File: src/sv/vst_pkg.sv
// ----------------------------------------------------------------------------
// vst_pkg
// Shared types and constants of the value set table: beat payloads, opcodes,
// controller states and the command and status bundles between the modules.
// ----------------------------------------------------------------------------
package vst_pkg;

  // opcodes
  localparam logic [1:0] OP_INSERT = 2'd0;
  localparam logic [1:0] OP_REMOVE = 2'd1;
  localparam logic [1:0] OP_QUERY  = 2'd2;

  localparam int VALUE_W = 64;
  localparam int COUNT_W = 5;

  typedef struct packed {
    logic [1:0]         opcode;
    logic [VALUE_W-1:0] value;
  } vst_in_t;

  typedef struct packed {
    logic               found;
    logic               status;
    logic [COUNT_W-1:0] entry_count;
  } vst_out_t;

  typedef enum logic [1:0] {
    ST_IDLE,
    ST_EXEC,
    ST_SCAN,
    ST_DONE
  } vst_state_t;

  // controller to datapath
  typedef struct packed {
    logic load;     // capture the input beat, clear scan state
    logic exec;     // single-cycle work: append on insert
    logic scan;     // one step of the entry walk
    logic close;    // commit the compacted count
    logic publish;  // load the result register
  } vst_cmd_t;

  // datapath to controller
  typedef struct packed {
    logic op_scan;    // operation walks the stored entries
    logic scan_done;  // all entries read and compared
  } vst_sts_t;

endpackage

File: src/sv/vst_ram.sv
// ----------------------------------------------------------------------------
// vst_ram
// Generic single-write, single-read RAM with a registered read port.
// ----------------------------------------------------------------------------
module vst_ram #(
  parameter int WIDTH = 64,
  parameter int DEPTH = 16,
  localparam int AW = (DEPTH > 1) ? $clog2(DEPTH) : 1
) (
  input  logic             clk,
  input  logic             we,
  input  logic [AW-1:0]    waddr,
  input  logic [WIDTH-1:0] wdata,
  input  logic             re,
  input  logic [AW-1:0]    raddr,
  output logic [WIDTH-1:0] rdata
);

  logic [WIDTH-1:0] mem [DEPTH];

  // write port
  always_ff @(posedge clk) begin
    if (we) begin
      mem[waddr] <= wdata;
    end
  end

  // registered read port
  always_ff @(posedge clk) begin
    if (re) begin
      rdata <= mem[raddr];
    end
  end

endmodule

File: src/sv/vst_dp.sv
// ----------------------------------------------------------------------------
// vst_dp
// Datapath of the value set table: entry store, fill count, scan pointers,
// compare against the key and the result register.
// ----------------------------------------------------------------------------
module vst_dp
  import vst_pkg::*;
#(
  parameter int CAPACITY = 16
) (
  input  logic     clk,
  input  logic     rst,
  input  vst_cmd_t cmd,
  output vst_sts_t sts,
  input  vst_in_t  in_data,
  output vst_out_t out_data
);

  localparam int AW = (CAPACITY > 1) ? $clog2(CAPACITY) : 1;
  localparam int CW = $clog2(CAPACITY + 1);
  localparam logic [CW-1:0] CAP = CW'(CAPACITY);

  logic [1:0]         op;
  logic [VALUE_W-1:0] key;
  logic [CW-1:0]      cnt;
  logic [CW-1:0]      rd_idx;
  logic [CW-1:0]      keep;
  logic               rd_pend;
  logic               found;
  logic               status;

  logic               we;
  logic [AW-1:0]      waddr;
  logic [VALUE_W-1:0] wdata;
  logic               re;
  logic [VALUE_W-1:0] rdata;
  logic               hit;
  logic               more;

  assign more = (rd_idx < cnt);
  assign re   = cmd.scan && more;
  assign hit  = (rdata == key);

  assign sts.op_scan   = (op == OP_REMOVE) || (op == OP_QUERY);
  assign sts.scan_done = !more && !rd_pend;

  // write port: append on insert, move a kept entry down on remove
  always_comb begin
    we    = 1'b0;
    waddr = cnt[AW-1:0];
    wdata = key;
    if (cmd.exec && op == OP_INSERT && cnt < CAP) begin
      we = 1'b1;
    end
    if (cmd.scan && rd_pend && !hit && op == OP_REMOVE) begin
      we    = 1'b1;
      waddr = keep[AW-1:0];
      wdata = rdata;
    end
  end

  vst_ram #(
    .WIDTH (VALUE_W),
    .DEPTH (CAPACITY)
  ) u_ram (
    .clk   (clk),
    .we    (we),
    .waddr (waddr),
    .wdata (wdata),
    .re    (re),
    .raddr (rd_idx[AW-1:0]),
    .rdata (rdata)
  );

  // operation registers
  always_ff @(posedge clk) begin
    if (cmd.load) begin
      op  <= in_data.opcode;
      key <= in_data.value;
    end
  end

  // count, scan pointers and flags
  always_ff @(posedge clk) begin
    if (rst) begin
      cnt     <= '0;
      rd_idx  <= '0;
      keep    <= '0;
      rd_pend <= 1'b0;
      found   <= 1'b0;
      status  <= 1'b0;
    end else begin
      if (cmd.load) begin
        rd_idx  <= '0;
        keep    <= '0;
        rd_pend <= 1'b0;
        found   <= 1'b0;
        status  <= 1'b0;
      end
      if (cmd.exec && op == OP_INSERT) begin
        if (cnt < CAP) begin
          cnt <= cnt + CW'(1);
        end else begin
          status <= 1'b1;
        end
      end
      if (cmd.scan) begin
        rd_pend <= more;
        if (more) begin
          rd_idx <= rd_idx + CW'(1);
        end
        if (rd_pend) begin
          if (hit) begin
            found <= 1'b1;
          end else begin
            keep <= keep + CW'(1);
          end
        end
      end
      if (cmd.close && op == OP_REMOVE) begin
        cnt <= keep;
      end
    end
  end

  // result register
  always_ff @(posedge clk) begin
    if (cmd.publish) begin
      out_data.found       <= found;
      out_data.status      <= status;
      out_data.entry_count <= COUNT_W'(cnt);
    end
  end

  a_cnt_bound : assert property (@(posedge clk) disable iff (rst)
    cnt <= CAP)
    else $error("fill count above capacity");

  a_keep_behind : assert property (@(posedge clk) disable iff (rst)
    keep <= rd_idx)
    else $error("compaction pointer ahead of read pointer");

  a_close_shrinks : assert property (@(posedge clk) disable iff (rst)
    cmd.close |=> cnt <= $past(cnt))
    else $error("scan grew the table");

endmodule

File: src/sv/vst_ctrl.sv
// ----------------------------------------------------------------------------
// vst_ctrl
// Controller of the value set table: sequences one beat through execute,
// entry walk and result hand-off, and owns both handshakes.
// ----------------------------------------------------------------------------
module vst_ctrl
  import vst_pkg::*;
(
  input  logic     clk,
  input  logic     rst,
  input  logic     in_valid,
  output logic     in_stall,
  output logic     out_valid,
  input  logic     out_stall,
  output vst_cmd_t cmd,
  input  vst_sts_t sts
);

  vst_state_t state;
  vst_state_t state_next;
  logic       out_valid_next;
  logic       out_free;

  assign out_free = !out_valid || !out_stall;
  assign in_stall = (state != ST_IDLE);

  // state register
  always_ff @(posedge clk) begin
    if (rst) begin
      state     <= ST_IDLE;
      out_valid <= 1'b0;
    end else begin
      state     <= state_next;
      out_valid <= out_valid_next;
    end
  end

  // next state and commands
  always_comb begin
    state_next     = state;
    cmd            = '0;
    out_valid_next = out_valid && out_stall;
    case (state)
      ST_IDLE: begin
        if (in_valid) begin
          cmd.load   = 1'b1;
          state_next = ST_EXEC;
        end
      end
      ST_EXEC: begin
        cmd.exec   = 1'b1;
        state_next = sts.op_scan ? ST_SCAN : ST_DONE;
      end
      ST_SCAN: begin
        cmd.scan = 1'b1;
        if (sts.scan_done) begin
          cmd.close  = 1'b1;
          state_next = ST_DONE;
        end
      end
      ST_DONE: begin
        if (out_free) begin
          cmd.publish    = 1'b1;
          out_valid_next = 1'b1;
          state_next     = ST_IDLE;
        end
      end
      default: begin
        state_next = ST_IDLE;
      end
    endcase
  end

  a_accept_exec : assert property (@(posedge clk) disable iff (rst)
    (in_valid && !in_stall) |=> state == ST_EXEC)
    else $error("accepted beat not executed");

  a_publish_valid : assert property (@(posedge clk) disable iff (rst)
    cmd.publish |=> out_valid)
    else $error("result published without valid");

  a_no_overwrite : assert property (@(posedge clk) disable iff (rst)
    cmd.publish |-> out_free)
    else $error("pending result overwritten");

endmodule

File: src/sv/value_set_table.sv
// ----------------------------------------------------------------------------
// value_set_table
// Unordered table of 64-bit values with insert, remove-all and query.
// ----------------------------------------------------------------------------
// One beat is worked at a time. An insert (or the unused opcode) goes from
// accept through execute to the result register; a remove or query walks
// every stored entry through the single read port of the entry RAM, one entry
// per cycle, before its result is registered. The next beat is accepted once
// the result is registered, whether or not it has been taken yet; a result
// only waits in the controller while the previous one is still stalled.
// Remove compacts the survivors in place during the same walk. There is no
// clearing pass after reset: entries at or above the fill count are never
// read. entry_count carries the low five bits of the count.
// ----------------------------------------------------------------------------
module value_set_table
  import vst_pkg::*;
#(
  parameter int CAPACITY = 16
) (
  input  logic     clk,
  input  logic     rst,
  input  logic     in_valid,
  output logic     in_stall,
  input  vst_in_t  in_data,
  output logic     out_valid,
  input  logic     out_stall,
  output vst_out_t out_data
);

  vst_cmd_t cmd;
  vst_sts_t sts;

  // sequencing
  vst_ctrl u_ctrl (
    .clk       (clk),
    .rst       (rst),
    .in_valid  (in_valid),
    .in_stall  (in_stall),
    .out_valid (out_valid),
    .out_stall (out_stall),
    .cmd       (cmd),
    .sts       (sts)
  );

  // storage and compare
  vst_dp #(
    .CAPACITY (CAPACITY)
  ) u_dp (
    .clk      (clk),
    .rst      (rst),
    .cmd      (cmd),
    .sts      (sts),
    .in_data  (in_data),
    .out_data (out_data)
  );

endmodule
File: config.mk
export PLATFORM = sky130hd
export DESIGN_NAME = value_set_table
export DESIGN_NICKNAME = d
export VERILOG_FILES = /design/src/sv/vst_pkg.sv /design/src/sv/vst_ram.sv /design/src/sv/vst_dp.sv /design/src/sv/vst_ctrl.sv /design/src/sv/value_set_table.sv
export SDC_FILE = /design/constraint.sdc
export NUM_CORES = 1
export LEC_CHECK = 0
export BUFFER_PORTS_ARGS = -buffer_cell sky130_fd_sc_hd__buf_2
export CAP_MARGIN = 20
export CELL_PAD_IN_SITES_DETAIL_PLACEMENT = 1
export CELL_PAD_IN_SITES_GLOBAL_PLACEMENT = 2
export CORE_ASPECT_RATIO = 0.9
export CORE_UTILIZATION = 34
export CTS_BUF_LIST = sky130_fd_sc_hd__clkbuf_4 sky130_fd_sc_hd__clkbuf_8 sky130_fd_sc_hd__clkbuf_16
export DETAILED_ROUTE_END_ITERATION = 10
export GPL_ROUTABILITY_DRIVEN = 1
export HOLD_SLACK_MARGIN = 0.15
export PLACE_DENSITY_LB_ADDON = 0.1
export SETUP_SLACK_MARGIN = 0.5
export SKIP_LAST_GASP = 1
export SYNTH_ARGS = -nofsm -noshare
export SYNTH_HDL_FRONTEND = slang
export SYNTH_SLANG_ARGS = --single-unit
File: constraint.sdc
create_clock -name clk -period 7.4 [get_ports clk]
set_input_delay 1.11 -clock clk [delete_from_list [all_inputs] [get_ports clk]]
set_output_delay 1.11 -clock clk [all_outputs]
set_load 0.01 [all_outputs]
==> results of run 1 <==
## flip-flops by register name, summed over array words and instances, names as in the netlist
register / flops
u_dp.out_data: 7
u_dp.u_ram.mem: 1024
u_dp.status: 1
u_dp.rd_idx: 5
u_dp.found: 1
u_dp.cnt: 5
u_dp.key: 64
u_ctrl.out_valid: 1
u_dp.keep: 5
u_ctrl.state: 2
u_dp.rd_pend: 1
u_dp.op: 2
u_dp.u_ram.rdata: 64
## Yosys cell counts (2+ instances only)
cell type / count
nand3b_1: 2
nor3b_1: 2
buf_6: 7
a21oi_1: 11
buf_2: 27
o41ai_1: 3
mux2_4: 64
nor2b_1: 5
edfxtp_1: 1161
nand3_1: 20
mux4_2: 320
nor4_1: 21
o21ai_0: 4
nor2_1: 13
xnor2_1: 2
o2111ai_1: 4
xor2_1: 66
dfxtp_1: 21
nand4_1: 6
buf_1: 11
nand2b_1: 3
ha_1: 14
a211oi_1: 2
a31oi_1: 4
clkbuf_1: 47
nand2_1: 37
nor3_1: 12
a21o_1: 2
or3_1: 3
mux2i_1: 17
inv_1: 14
## worst max-delay path, delay by kind of cell (launching register included)
family,cells,cell delay [ps]
multiplexers,1,280
flip-flops,1,480
buffers and inverters,4,1690
AND/OR/NAND/NOR,4,1640
XOR/XNOR,1,260
## final timing paths
kind                             to  slack, ps
min reg2reg        u_dp.out_data[5]        450
max          u_dp.u_ram.mem[11][43]       2600
max reg2reg  u_dp.u_ram.mem[11][43]       2600
min                u_dp.out_data[5]        450
## power by group
part           total [mW]  switching, mW  internal, mW  leakage (nW)
Clock                6.43           2.66          3.77          2.10
Sequential           8.03          0.119          7.91          10.6
Combinational        1.40          0.913         0.489          3.39
## through the flow
step | total power [mW] | std cells | util | worst slack, ps | area, um^2
finish | 15.9 | 3944 | 0.397 | 2600 | 53000
global route | 16.4 | 3944 | 0.397 | 2330 | 53000
CTS | 16.1 | 3942 | 0.397 | 2370 | 53000
detailed placement | 9.61 | 3715 | 0.365 | 2380 | 48800
global placement | 9.56 | 3714 | 0.365 | 2220 | 48700
floorplan | 9.02 | 1937 | - | 1960 | 45800
## layout by cell type, fill, tap and decap left out, types with 6 or more instances in the layout
master,n
clkbuf_16,138
mux2_4,64
buf_12,18
nand4_1,6
buf_2,80
inv_1,13
bufinv_16,7
buf_4,33
mux4_2,320
dfxtp_1,17
mux2i_4,16
ha_1,14
xor2_1,66
nor3_1,12
clkinv_1,18
edfxtp_1,1161
nand3_1,20
nand2_1,37
a21oi_1,11
clkinv_2,17
nor2_1,13
clkbuf_4,32
nor4_1,21
## cell type report
class                           count  area [um^2]  share of cell area
Multi-Input combinational cell    648        10200               0.193
Clock inverter                     57          522             0.00985
Clock buffer                      170         3690              0.0697
Timing Repair Buffer              131         1010              0.0190
Sequential cell                  1182        35300               0.666
Inverter                           15         61.3             0.00116
Tap cell                         1741         2180              0.0411
## layer usage
layer  wire (um)  track usage  vias up
met5          21            0        -
met4        2520       0.0533        4
met3        5050       0.0337      168
met2       59000        0.297      457
met1       59200        0.268    11700
li1            -            -     8589
## logic make-up (layout without fill, tap and decap cells)
group,after synthesis,count (layout),share of synthesized area
mux,401,401,0.182
buf+inv,107,373,0.0107
xor+xnor,68,68,0.0130
simple gates,125,125,0.0137
compound gates,40,40,0.00593
fa+ha+maj,14,14,0.00383
flops,1182,1182,0.771
==> flow_metrics.py, run 1 <==
metrics = {
    "synthesis": {
        "synthesis.nets": 2021,
        "synth_top_cell_area_share": 0.762,
        "synthFlopType": "edfxtp_1",
        "postSynthAreaPerCell_um2": 23.6,
        "synth_seq_cells": 1182,
        "synth_top_cell_by_area": "edfxtp_1",
        "syn_area_um2": 45800,
        "synthArstFlopShare": 0,
        "ys_seq_area_frac": 0.771,
        "syn_inst": 1937,
        "ys_top_cells_by_area": "edfxtp_1, mux4_2, mux2_4",
        "synth_edf_count": 1161,
        "yosys_warnings": 0,
        "synth_cell_types": 43,
    },
    "power": {
        "p_leak_nw": 16.1,
        "p_per_area_nw_per_um2": 299,
        "ir_drop_v": 0.000199,
    },
    "place": {
        "place_congestion": 0.691,
        "dp.final_hpwl_mm": 64.8,
        "portBuffers": 78,
    },
    "floorplanning": {
        "start_util": 0.343,
        "io_pins": 79,
        "rows": 127,
        "die_width_um": 389,
        "die-area_um2": 136000,
        "die-height_um": 350,
        "core_um2": 133000,
    },
    "timing": {
        "finClkSkew_ps": 26.2,
        "finalSetupViolations": 0,
        "relSlewSlack": 0.290,
        "fmax_mhz": 208,
        "finalCritPeriodShare": 0.649,
        "grt_setup_unrepaired": "no",
        "hold_slack_ps": 447,
        "fin_setup_tns_ps": 0,
        "hold_viol": 0,
        "period_minus_slack_ps": 4800,
        "slew_viol_final": 0,
        "worst_pin_slew_ps": 1060,
    },
    "grt": {
        "grt_pass1_wl_mm": 178,
        "overflow": 0,
        "grt_pass1_vias": 22600,
        "grt_usage": 0.188,
        "antenna_found_initial": 13,
        "grt_max_degree": 103,
    },
    "clock_tree": {
        "cts_hold_buf": 0,
        "clk_pin_slew_ps": 60,
        "cts_tree": "done",
        "clock-sinks": 1182,
        "cts.repair.resized": 0,
        "cts_max_level": 4,
        "cts_setup_buffers": 0,
        "ctsRootBufferMaster": "clkbuf_16",
        "clockBufferDepth": 3,
        "worstSkewPairLatency_ps": 760,
        "numCtsBuffers": 133,
    },
    "cells_and_area": {
        "n_fill_cell": 12300,
        "drive_gt1_frac": 0.340,
        "antennaDiodeCount": 0,
        "nets": 2195,
        "area_delta_synth_final_pct": 15.7,
    },
    "drt": {
        "detail-route-antenna-nets": 0,
        "via_per_inst": 5.31,
        "dr.first_iter.drc_count": 1463,
        "wirelength_mm": 126,
        "via_count": 21000,
        "wl_per_cell_um": 31.9,
        "drcViolationCount": 0,
        "first_pass_iters": 5,
    },
    "critical_path": {
        "crit_type": "reg2reg",
        "path_cells": "xor2_1, nor4_1, nand4_1, nor4_2, buf_4, nor3b_2, buf_4, mux2i_4, buf_4, buf_4",
        "crit_top_cell": "buf_4",
        "cpPeakStageDelay_ps": 640,
        "crit_path_start": "u_dp.key[6]",
        "r2r-start": "u_dp.key[6]",
        "path_max_fanout": 32,
        "ff2ff_path_depth": 10,
        "worstSetupEndpointType": "flop",
        "critPathSlowestCell": "nor4_1",
        "worstPathRequired_ps": 7770,
        "cp-start-kind": "flop",
        "cp.arrival_ps": 5180,
    },
    "outcome": {
        "outcome": "finished, final reports clean",
    },
    "min_path": {
        "min_path_cells": 0,
        "hold_path_class": "reg2reg",
        "hold_start": "u_dp.status",
    },
    "run": {
        "maxCapViolCount": 0,
    },
}
Power figures use the tool's default switching activity.
==> run 2: changes to the inputs <==
Clock period 7.4 ns to 4.3 ns, I/O delays scaled along.
==> run 2 against run 1 <==
Net effect:
- clock-buffer cell count decreased by 4
- highest routed layer is now met4
- non-clock buffer count grew 208
- first-iteration DRC count up 13%
- critical endpoint is now u_dp.u_ram.mem[1][60]
- sequential share of layout area shrank 3.7 points
- register-to-register slack lost 1900 ps
- critical path depth rose by 1
- flip-flop and latch count stayed put
==> flow_metrics.py, run 2 (same netlist as run 1, synthesis figures left out) <==
metrics = {
    "timing": {
        "finalSetupViolations": 0,
        "period_minus_slack_ps": 3590,
        "hold_viol": 0,
        "fin_setup_tns_ps": 0,
        "slew_viol_final": 0,
        "worst_pin_slew_ps": 1070,
        "grt_setup_unrepaired": "no",
        "hold_slack_ps": 201,
        "finClkSkew_ps": 33.1,
        "finalCritPeriodShare": 0.834,
        "relSlewSlack": 0.283,
        "layout_setup_ws_ps": 715,
        "fmax_mhz": 279,
    },
    "min_path": {
        "hold_path_class": "in2reg",
    },
    "critical_path": {
        "critPathSlowestCell": "nor3b_2",
        "worstPathRequired_ps": 4760,
        "cp-start-kind": "flop",
        "path_cells": "xor2_1, nor4_1, buf_4, nand4_1, nor4_2, buf_4, nor3b_2, buf_12, mux2i_4, buf_4, buf_12",
        "path_max_fanout": 13,
        "worstSetupEndpointType": "flop",
        "crit_top_cell": "buf_4",
        "cpPeakStageDelay_ps": 520,
        "crit_type": "reg2reg",
        "cp.arrival_ps": 4040,
    },
    "drt": {
        "detail-route-antenna-nets": 0,
        "via_count": 21300,
        "via_per_inst": 5.12,
        "drcViolationCount": 0,
        "wl_per_cell_um": 30.1,
        "wirelength_mm": 125,
        "first_pass_iters": 5,
        "dr.first_iter.drc_count": 1650,
    },
    "power": {
        "total_power_mw": 27.9,
        "p_leak_nw": 17.5,
        "ir_drop_v": 0.000430,
        "p_per_area_nw_per_um2": 497,
    },
    "floorplanning": {
        "die_width_um": 389,
        "rows": 127,
        "die-area_um2": 136000,
        "start_util": 0.343,
        "die-height_um": 350,
        "core_um2": 133000,
        "io_pins": 79,
    },
    "cells_and_area": {
        "nets": 2404,
        "design_area_um2": 56100,
        "largest_register_ffs": 1024,
        "final_cell_mix": "edfxtp_1, mux4_2, clkbuf_16",
        "area_delta_synth_final_pct": 22.5,
        "mostFrequentLayoutCell": "edfxtp_1",
        "regMostFlops": "u_dp.u_ram.mem",
        "reg.largest.list": "u_dp.u_ram.mem x1024, u_dp.key x64, u_dp.u_ram.rdata x64",
        "finalNonFillerCells": 4165,
        "postLayoutCoreUtil": 0.420,
        "drive_gt1_frac": 0.369,
    },
    "clock_tree": {
        "ctsRootBufferMaster": "clkbuf_16",
        "numCtsBuffers": 134,
        "cts_max_level": 4,
        "clockBufferDepth": 3,
        "clock-sinks": 1182,
        "cts_tree": "done",
        "worstSkewPairLatency_ps": 770,
        "clk_pin_slew_ps": 60,
    },
    "place": {
        "portBuffers": 78,
        "preCtsSetupSlack_ps": 606,
        "place_congestion": 0.733,
        "dp.cells": 3858,
        "dp.final_hpwl_mm": 78.4,
        "placed_cell_area_um2": 51100,
    },
    "grt": {
        "grt_util_met2": 0.306,
        "gr-usage-met1": 0.261,
        "gr-max-usage-layer": "met2",
        "grt_usage": 0.188,
        "antenna_found_initial": 3,
        "grt_pass1_wl_mm": 178,
        "overflow": 0,
        "met3_usage": 0.0327,
        "grt_max_degree": 128,
        "grt_pass1_vias": 23500,
    },
    "outcome": {
        "outcome": "finished, final reports clean",
    },
    "run": {
        "maxCapViolCount": 0,
    },
}
-- run 2: cell count changes in the layout (fill, tap and decap cells not counted), moves of 2 or more --
cell and change:
buf_4 +43, clkinvlp_4 -2, bufinv_16 +3, clkinv_1 +9
clkbuf_4 -7, dlygate4sd3_1 +66, clkinv_2 +5, buf_12 +99
clkbuf_8 +2
-- run 2: final timing paths --
path                    start                     to  slack (ps)  cells after the start
hold / removal    in_data[55]           u_dp.key[55]         200                      1
setup reg to reg  u_dp.key[4]  u_dp.u_ram.mem[1][60]         710                     11
setup / recovery  u_dp.key[4]  u_dp.u_ram.mem[1][60]         710                     11
hold reg to reg   u_dp.status       u_dp.out_data[5]         440                      0
-- run 2: timing repair --
| action | in CTS | in global routing |
|---|---|---|
| setup buffers | 0 | 0 |
| gates resized for setup | 0 | 1 |
| hold buffers | 66 | 0 |
| endpoints found under the hold margin | 66 | 0 |
| setup endpoints to repair | 0 | 337 |
-- run 2: critical path: cells and delay by family, from the launching register on --
family,cells,cell delay [ps]
buf+inv,5,1040
simple gates,4,930
xor+xnor,1,480
flops,1,460
mux,1,350
-- run 2: per-layer routing --
| layer | vias to the layer above | share of wire |
|---|---|---|
| li1 | 9050 | - |
| met1 | 11700 | 0.46 |
| met2 | 400 | 0.49 |
| met3 | 149 | 0.036 |
| met4 | 0 | 0.018 |
| met5 | - | 0 |
-- run 2: where the power goes --
group / internal, mW / switching [mW] / total [mW] / leakage, nW
Combinational: 1.00 / 1.61 / 2.61 / 4.70
Sequential: 13.6 / 0.319 / 13.9 / 10.6
Clock: 6.71 / 4.65 / 11.4 / 2.18
Total: 21.3 / 6.58 / 27.9 / 17.5
-- run 2: cell type report --
type	instances	area (um^2)
antenna	1	2.50
clock buffer	166	3690
clock inverter	73	674
fill	12300	77400
inverter	15	61.3
multi-input combinational	648	10200
sequential	1182	35300
tap	1741	2180
timing repair buffer	339	3970
